## config.mk

```make
export PLATFORM = sky130hd
export DESIGN_NAME = calendar_date_add_days_flat
export DESIGN_NICKNAME = d
export VERILOG_FILES = /design/src/design/cad_pkg.sv /design/src/design/cad_req_if.sv /design/src/design/cad_rsp_if.sv /design/src/design/calendar_date_add_days.sv /design/src/flat_wrapper.sv
export SDC_FILE = /design/constraint.sdc
export NUM_CORES = 1
export LEC_CHECK = 0
export BUFFER_PORTS_ARGS = -buffer_cell sky130_fd_sc_hd__buf_2
export CORE_MARGIN = 5
export CORE_UTILIZATION = 50
export DETAILED_ROUTE_END_ITERATION = 12
export HOLD_SLACK_MARGIN = 0.08
export PLACE_DENSITY_LB_ADDON = 0.05
export SKIP_LAST_GASP = 1
export SLEW_MARGIN = 15
export SYNTH_ARGS = -nofsm -noshare
export SYNTH_HDL_FRONTEND = slang
export SYNTH_SLANG_ARGS = --single-unit
```

## constraint.sdc

```tcl
create_clock -name clk -period 4.8 [get_ports clk]
set_input_delay 0.48 -clock clk [delete_from_list [all_inputs] [get_ports clk]]
set_output_delay 0.48 -clock clk [all_outputs]
set_load 0.005 [all_outputs]
```

## src/design/cad_pkg.sv

```systemverilog
`timescale 1ns / 1ps
// ----------------------------------------------------------------------------
// cad_pkg: shared types and constants for the calendar date block
// widths, year bounds, command codes, sequencer states and month tables
// ----------------------------------------------------------------------------
package cad_pkg;

  localparam int CMD_W   = 2;
  localparam int YEAR_W  = 14;
  localparam int MONTH_W = 4;
  localparam int DAY_W   = 5;
  localparam int COUNT_W = 15;
  localparam int YLEN_W  = 9;

  localparam logic [YEAR_W-1:0]  YEAR_LO    = 14'd1;
  localparam logic [YEAR_W-1:0]  YEAR_HI    = 14'd9999;
  localparam logic [MONTH_W-1:0] FIRST_MON  = 4'd1;
  localparam logic [MONTH_W-1:0] LAST_MON   = 4'd12;
  localparam logic [DAY_W-1:0]   FIRST_DAY  = 5'd1;
  localparam logic [DAY_W-1:0]   LAST_DAY   = 5'd31;

  typedef enum logic [CMD_W-1:0] {
    CMD_LOAD = 2'd0,
    CMD_ADD  = 2'd1,
    CMD_BACK = 2'd2,
    CMD_NOP  = 2'd3
  } cmd_t;

  typedef enum logic [1:0] {
    ST_IDLE,
    ST_RUN,
    ST_HOLD
  } state_t;

  function automatic logic is_leap(input logic [YEAR_W-1:0] year);
    return (year[1:0] == 2'b00);
  endfunction

  // days in a month of a given year
  function automatic logic [DAY_W-1:0] month_len(input logic [MONTH_W-1:0] month,
                                                 input logic [YEAR_W-1:0]  year);
    logic [DAY_W-1:0] len;
    len = 5'd31;
    if (month == 4'd4 || month == 4'd6 || month == 4'd9 || month == 4'd11) begin
      len = 5'd30;
    end else if (month == 4'd2) begin
      len = is_leap(year) ? 5'd29 : 5'd28;
    end
    return len;
  endfunction

  // days in a whole year
  function automatic logic [YLEN_W-1:0] year_len(input logic [YEAR_W-1:0] year);
    return is_leap(year) ? 9'd366 : 9'd365;
  endfunction

endpackage

```

## src/design/cad_req_if.sv

```systemverilog
`timescale 1ns / 1ps
// ----------------------------------------------------------------------------
// cad_req_if: command channel
// valid/ready handshake carrying one date command
// ----------------------------------------------------------------------------
interface cad_req_if
  import cad_pkg::*;
();
  logic               valid;
  logic               ready;
  logic [CMD_W-1:0]   cmd;
  logic [YEAR_W-1:0]  new_year;
  logic [MONTH_W-1:0] new_month;
  logic [DAY_W-1:0]   new_day;
  logic [COUNT_W-1:0] day_count;

  modport source (
    output valid, cmd, new_year, new_month, new_day, day_count,
    input  ready
  );

  modport sink (
    input  valid, cmd, new_year, new_month, new_day, day_count,
    output ready
  );
endinterface

```

## src/design/cad_rsp_if.sv

```systemverilog
`timescale 1ns / 1ps
// ----------------------------------------------------------------------------
// cad_rsp_if: result channel
// valid/ready handshake carrying the date after each command
// ----------------------------------------------------------------------------
interface cad_rsp_if
  import cad_pkg::*;
();
  logic               valid;
  logic               ready;
  logic [YEAR_W-1:0]  cur_year;
  logic [MONTH_W-1:0] cur_month;
  logic [DAY_W-1:0]   cur_day;
  logic               year_limited;

  modport source (
    output valid, cur_year, cur_month, cur_day, year_limited,
    input  ready
  );

  modport sink (
    input  valid, cur_year, cur_month, cur_day, year_limited,
    output ready
  );
endinterface

```

## src/design/calendar_date_add_days.sv

```systemverilog
`timescale 1ns / 1ps
// ----------------------------------------------------------------------------
// calendar_date_add_days: calendar date register with load, add and step back
// holds one date; adds day counts by walking whole years and months with a
// single shared subtract and compare unit under a small sequencer
// ----------------------------------------------------------------------------
//
//  channel  dir  handshake          payload
//  req      in   req.valid/ready    cmd, new_year, new_month, new_day, day_count
//  rsp      out  rsp.valid/ready    cur_year, cur_month, cur_day, year_limited
//
//  a transaction is taken while idle, then the sequencer runs one step per cycle
//  load, step back and the unused code finish in one step
//  add takes one step per month up to january 1, one per whole year, one per
//  month after that, one to place the day and one to finish: at most 112 steps
//  the output register parts the sides: a new transaction is taken while a
//  result still waits; a finished result then holds the sequencer until free
//  rst (synchronous) returns the date to january 1 of the lower year bound
// ----------------------------------------------------------------------------
module calendar_date_add_days
  import cad_pkg::*;
(
  input  logic      clk,
  input  logic      rst,
  cad_req_if.sink   req,
  cad_rsp_if.source rsp
);

  // sequencer and held date
  state_t             state, state_next;
  cmd_t               cmd_q, cmd_q_next;
  logic [YEAR_W-1:0]  date_year, date_year_next;
  logic [MONTH_W-1:0] date_month, date_month_next;
  logic [DAY_W-1:0]   date_day, date_day_next;
  logic [COUNT_W-1:0] count, count_next;
  logic               flag, flag_next;

  // captured load operands
  logic [YEAR_W-1:0]  ld_year, ld_year_next;
  logic [MONTH_W-1:0] ld_month, ld_month_next;
  logic [DAY_W-1:0]   ld_day, ld_day_next;

  // output register
  logic               out_valid, out_valid_next;
  logic [YEAR_W-1:0]  out_year;
  logic [MONTH_W-1:0] out_month;
  logic [DAY_W-1:0]   out_day;
  logic               out_flag;
  logic               out_load;

  // shared walk unit
  logic [DAY_W-1:0]   cur_len;
  logic [DAY_W-1:0]   left;
  logic [YLEN_W-1:0]  ylen;
  logic               jump_ok;
  logic [COUNT_W-1:0] sub_amt;
  logic [COUNT_W-1:0] count_diff;
  logic               fits;
  logic               done;

  // load clamp helpers
  logic [YEAR_W-1:0]  cl_year;
  logic [MONTH_W-1:0] cl_month;
  logic [DAY_W-1:0]   cl_len;
  logic [MONTH_W-1:0] prev_month;

  assign req.ready = (state == ST_IDLE);

  assign rsp.valid        = out_valid;
  assign rsp.cur_year     = out_year;
  assign rsp.cur_month    = out_month;
  assign rsp.cur_day      = out_day;
  assign rsp.year_limited = out_flag;

  // days left in the month, year length, and whether a whole-year jump applies
  assign cur_len    = month_len(date_month, date_year);
  assign left       = cur_len - date_day;
  assign ylen       = year_len(date_year);
  assign jump_ok    = (date_month == FIRST_MON) && (date_day == FIRST_DAY) &&
                      (date_year < YEAR_HI) &&
                      (count >= {{(COUNT_W-YLEN_W){1'b0}}, ylen});
  assign fits       = (count <= {{(COUNT_W-DAY_W){1'b0}}, left});
  assign sub_amt    = jump_ok ? {{(COUNT_W-YLEN_W){1'b0}}, ylen}
                              : {{(COUNT_W-DAY_W){1'b0}}, left} + COUNT_W'(1);
  assign count_diff = count - sub_amt;
  assign prev_month = date_month - FIRST_MON;

  always_ff @(posedge clk) begin
    if (rst) begin
      state      <= ST_IDLE;
      out_valid  <= 1'b0;
      date_year  <= YEAR_LO;
      date_month <= FIRST_MON;
      date_day   <= FIRST_DAY;
      cmd_q      <= CMD_NOP;
      count      <= '0;
      flag       <= 1'b0;
    end else begin
      state      <= state_next;
      out_valid  <= out_valid_next;
      date_year  <= date_year_next;
      date_month <= date_month_next;
      date_day   <= date_day_next;
      cmd_q      <= cmd_q_next;
      count      <= count_next;
      flag       <= flag_next;
    end
  end

  // payload registers
  always_ff @(posedge clk) begin
    ld_year  <= ld_year_next;
    ld_month <= ld_month_next;
    ld_day   <= ld_day_next;
    if (out_load) begin
      out_year  <= date_year_next;
      out_month <= date_month_next;
      out_day   <= date_day_next;
      out_flag  <= flag_next;
    end
  end

  always_comb begin
    state_next      = state;
    cmd_q_next      = cmd_q;
    date_year_next  = date_year;
    date_month_next = date_month;
    date_day_next   = date_day;
    count_next      = count;
    flag_next       = flag;
    ld_year_next    = ld_year;
    ld_month_next   = ld_month;
    ld_day_next     = ld_day;
    out_load        = 1'b0;
    done            = 1'b0;
    cl_year         = ld_year;
    cl_month        = ld_month;
    cl_len          = LAST_DAY;

    // result taken downstream frees the output register
    out_valid_next  = out_valid && !rsp.ready;

    unique case (state)
      ST_IDLE: begin
        if (req.valid) begin
          cmd_q_next    = cmd_t'(req.cmd);
          ld_year_next  = req.new_year;
          ld_month_next = req.new_month;
          ld_day_next   = req.new_day;
          count_next    = req.day_count;
          flag_next     = 1'b0;
          state_next    = ST_RUN;
        end
      end

      ST_RUN: begin
        unique case (cmd_q)
          CMD_LOAD: begin
            // year to bounds, month to 1..12, day to 1..month length
            if (ld_year < YEAR_LO) begin
              cl_year   = YEAR_LO;
              flag_next = 1'b1;
            end else if (ld_year > YEAR_HI) begin
              cl_year   = YEAR_HI;
              flag_next = 1'b1;
            end
            if (ld_month < FIRST_MON) begin
              cl_month = FIRST_MON;
            end else if (ld_month > LAST_MON) begin
              cl_month = LAST_MON;
            end
            cl_len          = month_len(cl_month, cl_year);
            date_year_next  = cl_year;
            date_month_next = cl_month;
            if (ld_day < FIRST_DAY) begin
              date_day_next = FIRST_DAY;
            end else if (ld_day > cl_len) begin
              date_day_next = cl_len;
            end else begin
              date_day_next = ld_day;
            end
            done = 1'b1;
          end

          CMD_ADD: begin
            if (count == '0) begin
              done = 1'b1;
            end else if (jump_ok) begin
              // whole year from january 1
              date_year_next = date_year + YEAR_W'(1);
              count_next     = count_diff;
            end else if (fits) begin
              date_day_next = date_day + count[DAY_W-1:0];
              count_next    = '0;
            end else begin
              count_next = count_diff;
              if (date_month >= LAST_MON) begin
                if (date_year >= YEAR_HI) begin
                  // saturate at the last day of the top year
                  date_month_next = LAST_MON;
                  date_day_next   = LAST_DAY;
                  flag_next       = 1'b1;
                  count_next      = '0;
                end else begin
                  date_year_next  = date_year + YEAR_W'(1);
                  date_month_next = FIRST_MON;
                  date_day_next   = FIRST_DAY;
                end
              end else begin
                date_month_next = date_month + MONTH_W'(1);
                date_day_next   = FIRST_DAY;
              end
            end
          end

          CMD_BACK: begin
            if (date_day > FIRST_DAY) begin
              date_day_next = date_day - DAY_W'(1);
            end else if (date_month > FIRST_MON) begin
              date_month_next = prev_month;
              date_day_next   = month_len(prev_month, date_year);
            end else begin
              // december 31 of the previous year, held at the lower bound
              if (date_year <= YEAR_LO) begin
                date_year_next = YEAR_LO;
                flag_next      = 1'b1;
              end else begin
                date_year_next = date_year - YEAR_W'(1);
              end
              date_month_next = LAST_MON;
              date_day_next   = LAST_DAY;
            end
            done = 1'b1;
          end

          CMD_NOP: begin
            done = 1'b1;
          end

          default: begin
            done = 1'b1;
          end
        endcase
      end

      ST_HOLD: begin
        done = 1'b1;
      end

      default: begin
        state_next = ST_IDLE;
      end
    endcase

    // hand the result to the output register, or wait for it to drain
    if (done) begin
      if (!out_valid || rsp.ready) begin
        out_load       = 1'b1;
        out_valid_next = 1'b1;
        state_next     = ST_IDLE;
      end else begin
        state_next = ST_HOLD;
      end
    end
  end

endmodule
```

## src/flat_wrapper.sv

```systemverilog
// flat-port wrapper written by rule: the top's interface ports become plain ports
module calendar_date_add_days_flat import cad_pkg::*;
  (clk, rst, req_valid, req_cmd, req_new_year, req_new_month, req_new_day, req_day_count, req_ready, rsp_valid, rsp_cur_year, rsp_cur_month, rsp_cur_day, rsp_year_limited, rsp_ready);
  cad_req_if req_i ();
  cad_rsp_if rsp_i ();
  input  logic clk;
  input  logic rst;
  input wire logic [$bits(req_i.valid)-1:0] req_valid;
  input wire logic [$bits(req_i.cmd)-1:0] req_cmd;
  input wire logic [$bits(req_i.new_year)-1:0] req_new_year;
  input wire logic [$bits(req_i.new_month)-1:0] req_new_month;
  input wire logic [$bits(req_i.new_day)-1:0] req_new_day;
  input wire logic [$bits(req_i.day_count)-1:0] req_day_count;
  output wire logic [$bits(req_i.ready)-1:0] req_ready;
  output wire logic [$bits(rsp_i.valid)-1:0] rsp_valid;
  output wire logic [$bits(rsp_i.cur_year)-1:0] rsp_cur_year;
  output wire logic [$bits(rsp_i.cur_month)-1:0] rsp_cur_month;
  output wire logic [$bits(rsp_i.cur_day)-1:0] rsp_cur_day;
  output wire logic [$bits(rsp_i.year_limited)-1:0] rsp_year_limited;
  input wire logic [$bits(rsp_i.ready)-1:0] rsp_ready;
  assign req_i.valid = req_valid;
  assign req_i.cmd = req_cmd;
  assign req_i.new_year = req_new_year;
  assign req_i.new_month = req_new_month;
  assign req_i.new_day = req_new_day;
  assign req_i.day_count = req_day_count;
  assign req_ready = req_i.ready;
  assign rsp_valid = rsp_i.valid;
  assign rsp_cur_year = rsp_i.cur_year;
  assign rsp_cur_month = rsp_i.cur_month;
  assign rsp_cur_day = rsp_i.cur_day;
  assign rsp_year_limited = rsp_i.year_limited;
  assign rsp_i.ready = rsp_ready;
  calendar_date_add_days u_core (.clk(clk), .rst(rst), .req(req_i), .rsp(rsp_i));
endmodule
```

# After elaboration in Yosys (flattened, before gate mapping)
# Cells that the tools add are included.
op_classes:
  addsub: 9
  order_cmp: 14
  eq_ne: 27
  muxes: 82
  reduce_logical: 27
ops:
  columns: ["operator", "count"]
  rows:
  - ["two-way mux 14 bit", 13]
  - ["two-way mux 15 bit", 8]
  - ["two-way mux 5 bit", 18]
  - ["two-way mux 4 bit", 12]
  - ["one-hot mux 14 bit (3 select lines)", 1]
  - ["one-hot mux 15 bit (2 select lines)", 1]
  - ["equality test 4 x 3 -> 1 bit (second input constant)", 6]
  - ["equality test 4 bit (second input constant)", 6]
  - ["two-way mux 1 bit", 18]
  - [">= comparator 15 x 9 -> 1 bit", 1]
  - ["<= comparator 15 x 5 -> 1 bit", 1]
  - ["logical NOT 15 bit", 1]
  - ["one-hot mux 5 bit (3 select lines)", 1]
  - ["subtractor 15 bit", 1]
  - ["adder 14 x 1 -> 14 bit (second input constant)", 1]
  - [">= comparator 14 bit (second input constant)", 1]
  - ["greater-than comparator 14 bit (second input constant)", 1]
  - ["<= comparator 14 x 1 -> 1 bit (second input constant)", 1]
  - ["less-than comparator 14 x 1 -> 1 bit (second input constant)", 1]
  - ["less-than comparator 14 bit (second input constant)", 1]
  - ["subtractor 14 x 1 -> 14 bit (second input constant)", 1]
  - ["equality test 4 x 2 -> 1 bit (second input constant)", 3]
  - ["one-hot mux 4 bit (3 select lines)", 1]
  - ["logical OR 1 bit", 10]
  - ["other kinds (32)", 50]
totals:
  register_bits: 91
  output_inout_bits: 26
  word_cells: 174

# Depth between registers and ports, before layout
# Gate-level depths: netlist of the first run.
logic_depth:
  word_depth: 17
  ltp_mapped: 22
  depth_no_buf: 20

# Worst setup path after synthesis of the first run
# Ideal clock, no wire load.
synth_timing:
  kind: "register to register"
  startpoint: "register u_core.date_year[1]"
  endpoint: "register u_core.count[9]"
  t_arrival_ns: 4.470
  path_slack_ns: 0.213
  stages_incl_launch_ff: 22
  n_path_buf: 2
  path_cell_list: "dfxtp_1 clkbuf_1 inv_1 ha_1 inv_1 ha_1 nand3_1 a21o_1 a211oi_1 o21a_1 buf_2 clkinv_1 o21ai_0 inv_1 ha_1 nor2b_1 o21ai_0 a21boi_0 o2111ai_1 a21boi_0 or3_1 a32o_1"
synth_via:
  elab_chain_cells: 15
synth_lines:
  columns: ["element", "line", "rtl"]
  rows:
  - ["start: declaration", "calendar_date_add_days.sv:32", "logic [YEAR_W-1:0] date_year, date_year_next;"]
  - ["start signal: assignment", "calendar_date_add_days.sv:101", "date_year <= date_year_next;"]
  - ["logical NOT 2 bit", "cad_pkg.sv:36", "return (year[1:0] == 2'b00);"]
  - ["two-way mux 1 bit", "cad_pkg.sv:47", "len = is_leap(year) ? 5'd29 : 5'd28;"]
  - ["two-way mux 5 bit", "cad_pkg.sv:46", "end else if (month == 4'd2) begin"]
  - ["two-way mux 5 bit", "cad_pkg.sv:44", "if (month == 4'd4 || month == 4'd6 || month == 4'd9 || month == 4'd11) begin"]
  - ["subtractor 5 bit", "calendar_date_add_days.sv:77", "assign left = cur_len - date_day;"]
  - ["adder 5 x 1 -> 6 bit", "calendar_date_add_days.sv:84", ": {{(COUNT_W-DAY_W){1'b0}}, left} + COUNT_W'(1);"]
  - ["two-way mux 15 bit", "calendar_date_add_days.sv:83", "assign sub_amt = jump_ok ? {{(COUNT_W-YLEN_W){1'b0}}, ylen}"]
  - ["subtractor 15 bit", "calendar_date_add_days.sv:85", "assign count_diff = count - sub_amt;"]
  - ["two-way mux 15 bit", "calendar_date_add_days.sv:198", "if (date_year >= YEAR_HI) begin"]
  - ["two-way mux 15 bit", "calendar_date_add_days.sv:197", "if (date_month >= LAST_MON) begin"]
  - ["two-way mux 15 bit", "calendar_date_add_days.sv:192", "end else if (fits) begin"]
  - ["two-way mux 15 bit *", "calendar_date_add_days.sv:188", "end else if (jump_ok) begin"]
  - ["two-way mux 15 bit *", "calendar_date_add_days.sv:186", "if (count == '0) begin"]
  - ["two-way mux 15 bit *", "calendar_date_add_days.sv:157", "unique case (cmd_q)"]
  - ["one-hot mux 15 bit (2 select lines) *", "calendar_date_add_days.sv:143", "unique case (state)"]
  - ["end signal: assignment", "calendar_date_add_days.sv:105", "count <= count_next;"]
  - ["end: declaration", "calendar_date_add_days.sv:35", "logic [COUNT_W-1:0] count, count_next;"]
# Every way passes the cells marked *; elsewhere a longest branch is shown, timed or not. The select of a mux whose other input is x is not followed.
# A chain may end at the register's enable or synchronous reset.

# Final worst setup path of the first run
layout_timing:
  startpoint: "register u_core.date_month[1]"
  endpoint: "register u_core.out_day[1] (netlist: u_core.rsp.cur_day[1]), data pin"
layout_via:
  elab_chain_cells: 12
layout_lines:
  columns: ["element", "line", "rtl"]
  rows:
  - ["start: declaration", "calendar_date_add_days.sv:33", "logic [MONTH_W-1:0] date_month, date_month_next;"]
  - ["start signal: assignment", "calendar_date_add_days.sv:102", "date_month <= date_month_next;"]
  - ["equality test 4 x 3 -> 1 bit", "cad_pkg.sv:44", null]
  - ["logical OR 1 bit (3 in a row)", "cad_pkg.sv:44", null]
  - ["two-way mux 5 bit", "cad_pkg.sv:44", null]
  - ["subtractor 5 bit", "calendar_date_add_days.sv:77", null]
  - ["<= comparator 15 x 5 -> 1 bit", "calendar_date_add_days.sv:82", "assign fits = (count <= {{(COUNT_W-DAY_W){1'b0}}, left});"]
  - ["two-way mux 5 bit", "calendar_date_add_days.sv:192", null]
  - ["two-way mux 5 bit", "calendar_date_add_days.sv:188", null]
  - ["two-way mux 5 bit", "calendar_date_add_days.sv:186", null]
  - ["one-hot mux 5 bit (3 select lines) *", "calendar_date_add_days.sv:157", null]
  - ["two-way mux 5 bit *", "calendar_date_add_days.sv:143", null]
  - ["named net u_core.date_day_next[1]", "calendar_date_add_days.sv:34", "logic [DAY_W-1:0] date_day, date_day_next;"]
  - ["end signal: assignment", "calendar_date_add_days.sv:118", "out_day <= date_day_next;"]
  - ["end: declaration", "calendar_date_add_days.sv:47", "logic [DAY_W-1:0] out_day;"]
# Mark *: on every way through the listed nets, which the timed path passes. The rest lies on a longest branch.

==> impl_metrics.toml, run 1 <==
[logic_synthesis]
ys_dominant_reg_cell = "edfxtp_1"
synth_top_cells_by_area = "edfxtp_1 (22%), dfxtp_1 (13%), ha_1 (7.1%), nand2_1 (3.4%), o21ai_0 (3.1%)"
yosys_warnings = 0
synthesis.area_per_instance_um2 = 8.79
netlist.area_leader.share_pct = 21.5
postSynthNetCount = 830
synth_cells = 746
seq_area_frac_synth_pct = 35.0
postSynthRegisterBits = 91
synth_async_sr_flop_share_pct = 0
synth_top_area_cell = "edfxtp_1"
synth_enable_flop_cells = 47
post_synth_instance_area_mm2 = 0.00656
synthDistinctLibCells = 89

[cts]
htreeDepth = 3
cts_made_buffers = 9
clock_sinks = 91
post_cts_buffers = 0
clock_insertion_delay_worst_skew_ps = 360
cts_tree = "built"
root_buffer = "clkbuf_16"
clk_path_buf_depth = 2
cts.clk_slew.worst_paths_ps = 70

[routing]
drt_iter0_drc = 654
sum_of_routed_wire_length_over_all_layers_mm = 20.0
detail_route.drc_violations = 0
drtAntennaViolNets = 0
avgRoutedWirePerCell_um = 20.2
firstDrtPassIters = 5
via_count = 6252
vias_cell = 6.30

[die]
die-height_um = 125
die_area_mm2 = 0.0155
dieWidth_um = 125
row_count = 41
start_util_pct = 51.5
area_of_the_core_region_mm2 = 0.0127
num_io_pins = 70

[timing]
worst_hold_slack_ps = 294
timing.final.max_slew_violations = 0
rsz_0062_raised_after_global_routing = "false"
fmax_mhz = 217
max-slew-margin-rel_pct = 41.0
final.setup_skew_ps = 9.09
final_worst_path_cycle_share_pct = 96.0
finalWorstPathRequiredPeriod_ps = 4610
timing_hold_violations_final = 0
finalSetupTns_ps = 0
timing.final.setup_violations = 0
tightest_slew_ps = 884

[worst_setup_path]
r2r_end = "u_core.rsp.cur_day[1]"
path_max_fanout = 12
length_in_cells_of_the_worst_reg_to_reg_path = 17
crit_top_cell = "ha_1"
cp_slowest_stage_delay_ps = 470
rrSetupSlack_ps = 190
path_class = "flop to flop"
critical-path-top-delay-family = "compound AO/OA/AOI/OAI gates"
path_buf_inv = 2
worstSetupStartpoint = "u_core.date_month[1]"
critical_path_arrival_ps = 4700
reg2reg_from = "u_core.date_month[1]"
worst-endpoint-required_ps = 4890
worst_setup_path_end_kind = "flop"
worstSetupStartpointType = "flop"
crit_chain = "buf_4 -> ha_1 -> o21ai_0 -> o21ai_0 -> o21a_1 -> ha_1 -> fa_1 -> xor2_1 -> ha_1 -> a211o_1 -> a221o_1 -> a21oi_2 -> buf_4 -> or3_1 -> a21oi_1 -> o31ai_1 -> nand2_1"
slowest_stage = "o31ai_1"

[power_and_ir_drop]
p_total_mw = 4.90
p_leak_nw = 2.98
power_per_cell_area_mw_per_mm2 = 651
peakVddDrop_uv = 429

[hold_path]
min-delay-start = "req_new_year[13]"
hold_path.class = "input port to flop"
hold_end = "u_core.ld_year[13]"
hold-path-cell-count = 1

[global_route]
gr-usage-all-layers_pct = 25.5
pin_count_of_the_biggest_net_entering_global_routing = 32
grt_first_pass_wirelength_mm = 32.3
number_of_antenna_violations_at_the_first_check_in_global_routing = 0
globalRouteOverflowTotal = 0
via_count_of_the_first_global_routing_pass = 5958

[finish]
layout.cells.most_common_list = "buf_2 (69), nand2_1 (59), nor2_1 (50), edfxtp_1 (47), dfxtp_1 (44)"
fin_cells = 992
area.growth.synth_to_final_pct = 14.9
share_of_layout_cells_above_drive_strength_1_pct = 19.6
antenna_cells_inserted = 0
most_common_library_cell_in_the_layout_ignoring_fill_and_taps = "buf_2"
layout.nets = 899
final.fill_count = 1169

[place]
port_buffers = 69
dpl.hpwl_mm = 14.8
routability_congestion_estimate = 0.936
placedCellCount = 976

[run_status]
status = "complete, no violations"

[job]
max_cap_viol_count = 0
Yosys cell counts (all sizes together), types with 9 or more instances:
| cell type | n |
|---|---|
| or4 | 9 |
| a31oi | 12 |
| o21ai | 46 |
| o2111ai | 10 |
| or3 | 17 |
| a21oi | 44 |
| nor4 | 15 |
| nor2 | 51 |
| nand4 | 12 |
| ha | 37 |
| o21a | 13 |
| xor2 | 12 |
| xnor2 | 13 |
| edfxtp | 47 |
| clkbuf | 38 |
| dfxtp | 44 |
| nand3 | 19 |
| a211oi | 17 |
| inv | 43 |
| o211ai | 10 |
| nor3 | 26 |
| nand2 | 60 |
flip-flops by register name, indices dropped and copies added (netlist names):
register	flops
u_core.date_month	4
u_core.count	15
u_core.date_day	5
u_core.rsp.year_limited	1
u_core.ld_year	14
u_core.state	2
u_core.date_year	14
u_core.rsp.cur_year	14
u_core.cmd_q	2
u_core.flag	1
u_core.rsp.cur_month	4
u_core.ld_month	4
u_core.rsp.valid	1
u_core.rsp.cur_day	5
u_core.ld_day	5
layout make-up:
cell class / instances / area [um2] / share of cell area [%]
timing repair buffer: 102 / 593 / 7.87
clock buffer: 11 / 233 / 3.09
sequential: 91 / 2290 / 30.4
clock inverter: 5 / 86.3 / 1.15
tap: 172 / 215 / 2.86
multi-input combinational: 566 / 3950 / 52.4
inverter: 45 / 169 / 2.24
per-layer routing:
| layer | vias to the layer above | routed length (um) | GRT usage (%) | share of wire (%) |
|---|---|---|---|---|
| met5 | - | 0 | 0 | 0 |
| met4 | 0 | 490 | 8.25 | 2.4 |
| met2 | 339 | 8340 | 36.3 | 42 |
| li1 | 2972 | - | - | - |
| met3 | 44 | 1800 | 5.27 | 9.0 |
| met1 | 2897 | 9380 | 38.5 | 47 |
repair_timing:
item,CTS,global route
endpoints found under the setup margin,0,10
hold endpoints to repair,0,0
gates resized for setup,0,7
hold buffers,0,0
power by group:
part	total (mW)	internal [mW]	switching, mW
Combinational	2.94	1.12	1.82
Sequential	1.19	1.01	0.178
Clock	0.777	0.460	0.316
worst max-delay path by stage:
stage                               to  slack, ps  depth (start not counted)
2_1_floorplan          u_core.count[9]        210                         21
3_3_place_gp   u_core.rsp.cur_year[11]        330                         18
3_5_place_dp   u_core.rsp.cur_year[11]        150                         18
4_1_cts        u_core.rsp.cur_year[11]        140                         18
5_1_grt          u_core.rsp.cur_day[1]          7                         17
6_report         u_core.rsp.cur_day[1]        190                         17
stage by stage:
stage / instance area [um2] / setup WS, ps / util (%)
after global placement: 7190 / 328 / 56.5
final: 7530 / 191 / 59.2
after floorplan: 6560 / 213 / -
after detailed placement: 7190 / 146 / 56.5
after global routing: 7530 / 7.03 / 59.2
after CTS: 7510 / 145 / 59.0
kinds of logic (layout without fill, tap and decap cells):
logic type / count (synthesis) / count (layout) / synth area share [%]
adder cells (fa/ha/maj): 40 / 40 / 7.98
multiplexers: 7 / 7 / 1.15
flip-flops: 91 / 91 / 35.0
XOR/XNOR: 25 / 25 / 3.34
buffers and inverters: 89 / 163 / 5.32
AO/OA/AOI/OAI: 236 / 236 / 26.4
AND/OR/NAND/NOR: 258 / 258 / 20.9
(Power assumes the default switching activity.)
==> inputs of run 2 (changes only) <==
--- a/config.mk
+++ b/config.mk
@@ -6,8 +6,10 @@
 export NUM_CORES = 1
 export LEC_CHECK = 0
 export BUFFER_PORTS_ARGS = -buffer_cell sky130_fd_sc_hd__buf_2
+export CELL_PAD_IN_SITES_DETAIL_PLACEMENT = 1
+export CELL_PAD_IN_SITES_GLOBAL_PLACEMENT = 1
 export CORE_MARGIN = 5
-export CORE_UTILIZATION = 50
+export CORE_UTILIZATION = 41
 export DETAILED_ROUTE_END_ITERATION = 12
 export HOLD_SLACK_MARGIN = 0.08
 export PLACE_DENSITY_LB_ADDON = 0.05
==> run 2 against run 1 <==
  * Clock skew barely moved
  * Critical path depth grew 1
  * Cell count grew 4.8%
  * Combinational power up 4%
  * Critical endpoint is now u_core.rsp.cur_year[12]
==> impl_metrics.toml, run 2 (same netlist as run 1, synthesis figures left out) <==
[cts]
clock_sinks = 91
cts_made_buffers = 9
cts_hold_repair.buffers = 0
clk_path_buf_depth = 2
cts.clk_slew.worst_paths_ps = 70
htreeDepth = 3
root_buffer = "clkbuf_16"
count_of_instances_resized_after_the_clock_tree_is_built = 0
clock_insertion_delay_worst_skew_ps = 360
post_cts_buffers = 0
cts_tree = "built"

[power_and_ir_drop]
combPwrFrac_pct = 60.2
power_per_cell_area_mw_per_mm2 = 661
peakVddDrop_uv = 287
internal-power_mw = 2.64
p_clk_share_pct = 15.9
seqPwrFrac_pct = 23.9
p_leak_nw = 3.02
netsw_mw = 2.43
sw_frac_of_total_pct = 48.0

[timing]
tightest_slew_ps = 956
rsz_0062_raised_after_global_routing = "false"
timing.final.setup_violations = 0
timing_hold_violations_final = 0
timing.final.max_slew_violations = 0
max-slew-margin-rel_pct = 35.4
post-route-worst-setup-slack_ps = 215
fmax_mhz = 218
final_worst_path_cycle_share_pct = 95.5
finalWorstPathRequiredPeriod_ps = 4580
final.setup_skew_ps = 9.08
finalSetupTns_ps = 0

[finish]
area.growth.synth_to_final_pct = 17.1
most_common_library_cell_in_the_layout_ignoring_fill_and_taps = "buf_2"
largest_register_ffs = 15
fin_cells = 1040
antenna_cells_inserted = 0
share_of_layout_cells_above_drive_strength_1_pct = 21.2
final.fill_count = 1870
max_flop_register = "u_core.count"
final_core_utilization_pct = 48.7
layout.nets = 903
layout.cells.most_common_list = "buf_2 (69), nand2_1 (59), nor2_1 (50), edfxtp_1 (47), dfxtp_1 (44)"

[place]
placedCellCount = 1024
port_buffers = 69
dpl.hpwl_mm = 17.1
routability_congestion_estimate = 0.957
place_ws_ps = 165

[routing]
detail_route.drc_violations = 0
drt_iter0_drc = 605
firstDrtPassIters = 7
avgRoutedWirePerCell_um = 22.2
via_count = 6474
vias_cell = 6.23
sum_of_routed_wire_length_over_all_layers_mm = 23.0
drtAntennaViolNets = 0

[worst_setup_path]
length_in_cells_of_the_worst_reg_to_reg_path = 18
cp_slowest_stage_delay_ps = 560
rrSetupSlack_ps = 220
critical_path.endpoint = "u_core.rsp.cur_year[12]"
path_buf_inv = 2
r2r_end = "u_core.rsp.cur_year[12]"
reg2reg_from = "u_core.date_month[1]"
critical-path-top-delay-family = "compound AO/OA/AOI/OAI gates"
path_class = "flop to flop"
path_max_fanout = 8
worstSetupStartpoint = "u_core.date_month[1]"
critical_path_arrival_ps = 4780
worst_setup_path_end_kind = "flop"
slowest_stage = "or4_4"
worstSetupStartpointType = "flop"
crit_chain = "buf_4 -> ha_1 -> o21ai_1 -> o21ai_0 -> o21a_1 -> ha_1 -> fa_1 -> nand3_1 -> xor2_1 -> inv_1 -> ha_1 -> and4_1 -> a221o_1 -> a21oi_4 -> or4_4 -> a21o_1 -> o41a_1 -> o21ai_2"
worst-endpoint-required_ps = 4990
crit_top_cell = "ha_1"
path_depth = 18

[global_route]
globalRouteOverflowTotal = 0
pin_count_of_the_biggest_net_entering_global_routing = 32
grt_first_pass_wirelength_mm = 36.6
number_of_antenna_violations_at_the_first_check_in_global_routing = 0
via_count_of_the_first_global_routing_pass = 6694
gr-usage-all-layers_pct = 25.2

[die]
dieWidth_um = 136
num_io_pins = 70
area_of_the_core_region_mm2 = 0.0158
die-height_um = 136
start_util_pct = 41.6
die_area_mm2 = 0.0186
row_count = 46

[run_status]
status = "complete, no violations"

[hold_path]
hold_path.class = "input port to flop"
hold-path-cell-count = 1

[job]
max_cap_viol_count = 0
run 2: changes by cell type in the layout (fill, tap and decap cells not counted), sizes merged:
cell,change
clkinvlp,-2
inv,+2
clkbuf,-2
buf,+4
clkinv,+2
run 2: metrics by stage:
step | total power [mW] | hold WS, ps | area [um2]
after global placement | 4.05 | 481 | 7280
after global routing | 5.46 | 286 | 7680
final | 5.07 | 295 | 7680
after detailed placement | 4.15 | 506 | 7280
after floorplan | 3.19 | 470 | 6560
after CTS | 4.99 | 281 | 7610
run 2: cell type report:
| type | instances | area, um2 | area share, % |
|---|---|---|---|
| clock buffers | 9 | 225 | 2.93 |
| clock inverters | 7 | 106 | 1.38 |
| inverters | 45 | 169 | 2.20 |
| multi-input cells | 566 | 3990 | 52.0 |
| flip-flops and latches | 91 | 2290 | 29.8 |
| well taps | 216 | 270 | 3.52 |
| repair buffers | 106 | 623 | 8.11 |
run 2: power by group through the flow:
stage,Clock (mW),Combinational [mW],Sequential (mW)
after floorplan,0,2.04,1.15
after CTS,0.824,2.96,1.21
after detailed placement,0,2.93,1.22
after global routing,0.852,3.37,1.23
final,0.806,3.05,1.21
after global placement,0,2.84,1.21
run 2: worst reg2reg max path, delay by kind of cell, from the launching register on:
family / cells / cell delay [ps]
AO/OA/AOI/OAI: 8 / 1620
adder cells (fa/ha/maj): 4 / 1180
AND/OR/NAND/NOR: 3 / 900
flip-flops: 1 / 320
buffers and inverters: 2 / 260
XOR/XNOR: 1 / 160
run 2: how the worst min path moves through the flow:
stage / start / endpoint
2_1_floorplan: u_core.count[14] / u_core.count[14]
3_3_place_gp: u_core.rsp.valid / u_core.rsp.valid
3_5_place_dp: u_core.count[14] / u_core.count[14]
4_1_cts: req_new_year[7] / u_core.ld_year[7]
5_1_grt: req_new_year[7] / u_core.ld_year[7]
6_report: req_new_year[3] / u_core.ld_year[3]
run 2: routing by layer:
metal	track usage, %	part of all wire (%)	vias to the layer above
met5	0	0	-
met4	8.90	2.1	0
met3	3.18	4.9	36
met2	39.1	45	201
met1	36.1	48	3260
li1	-	-	2977
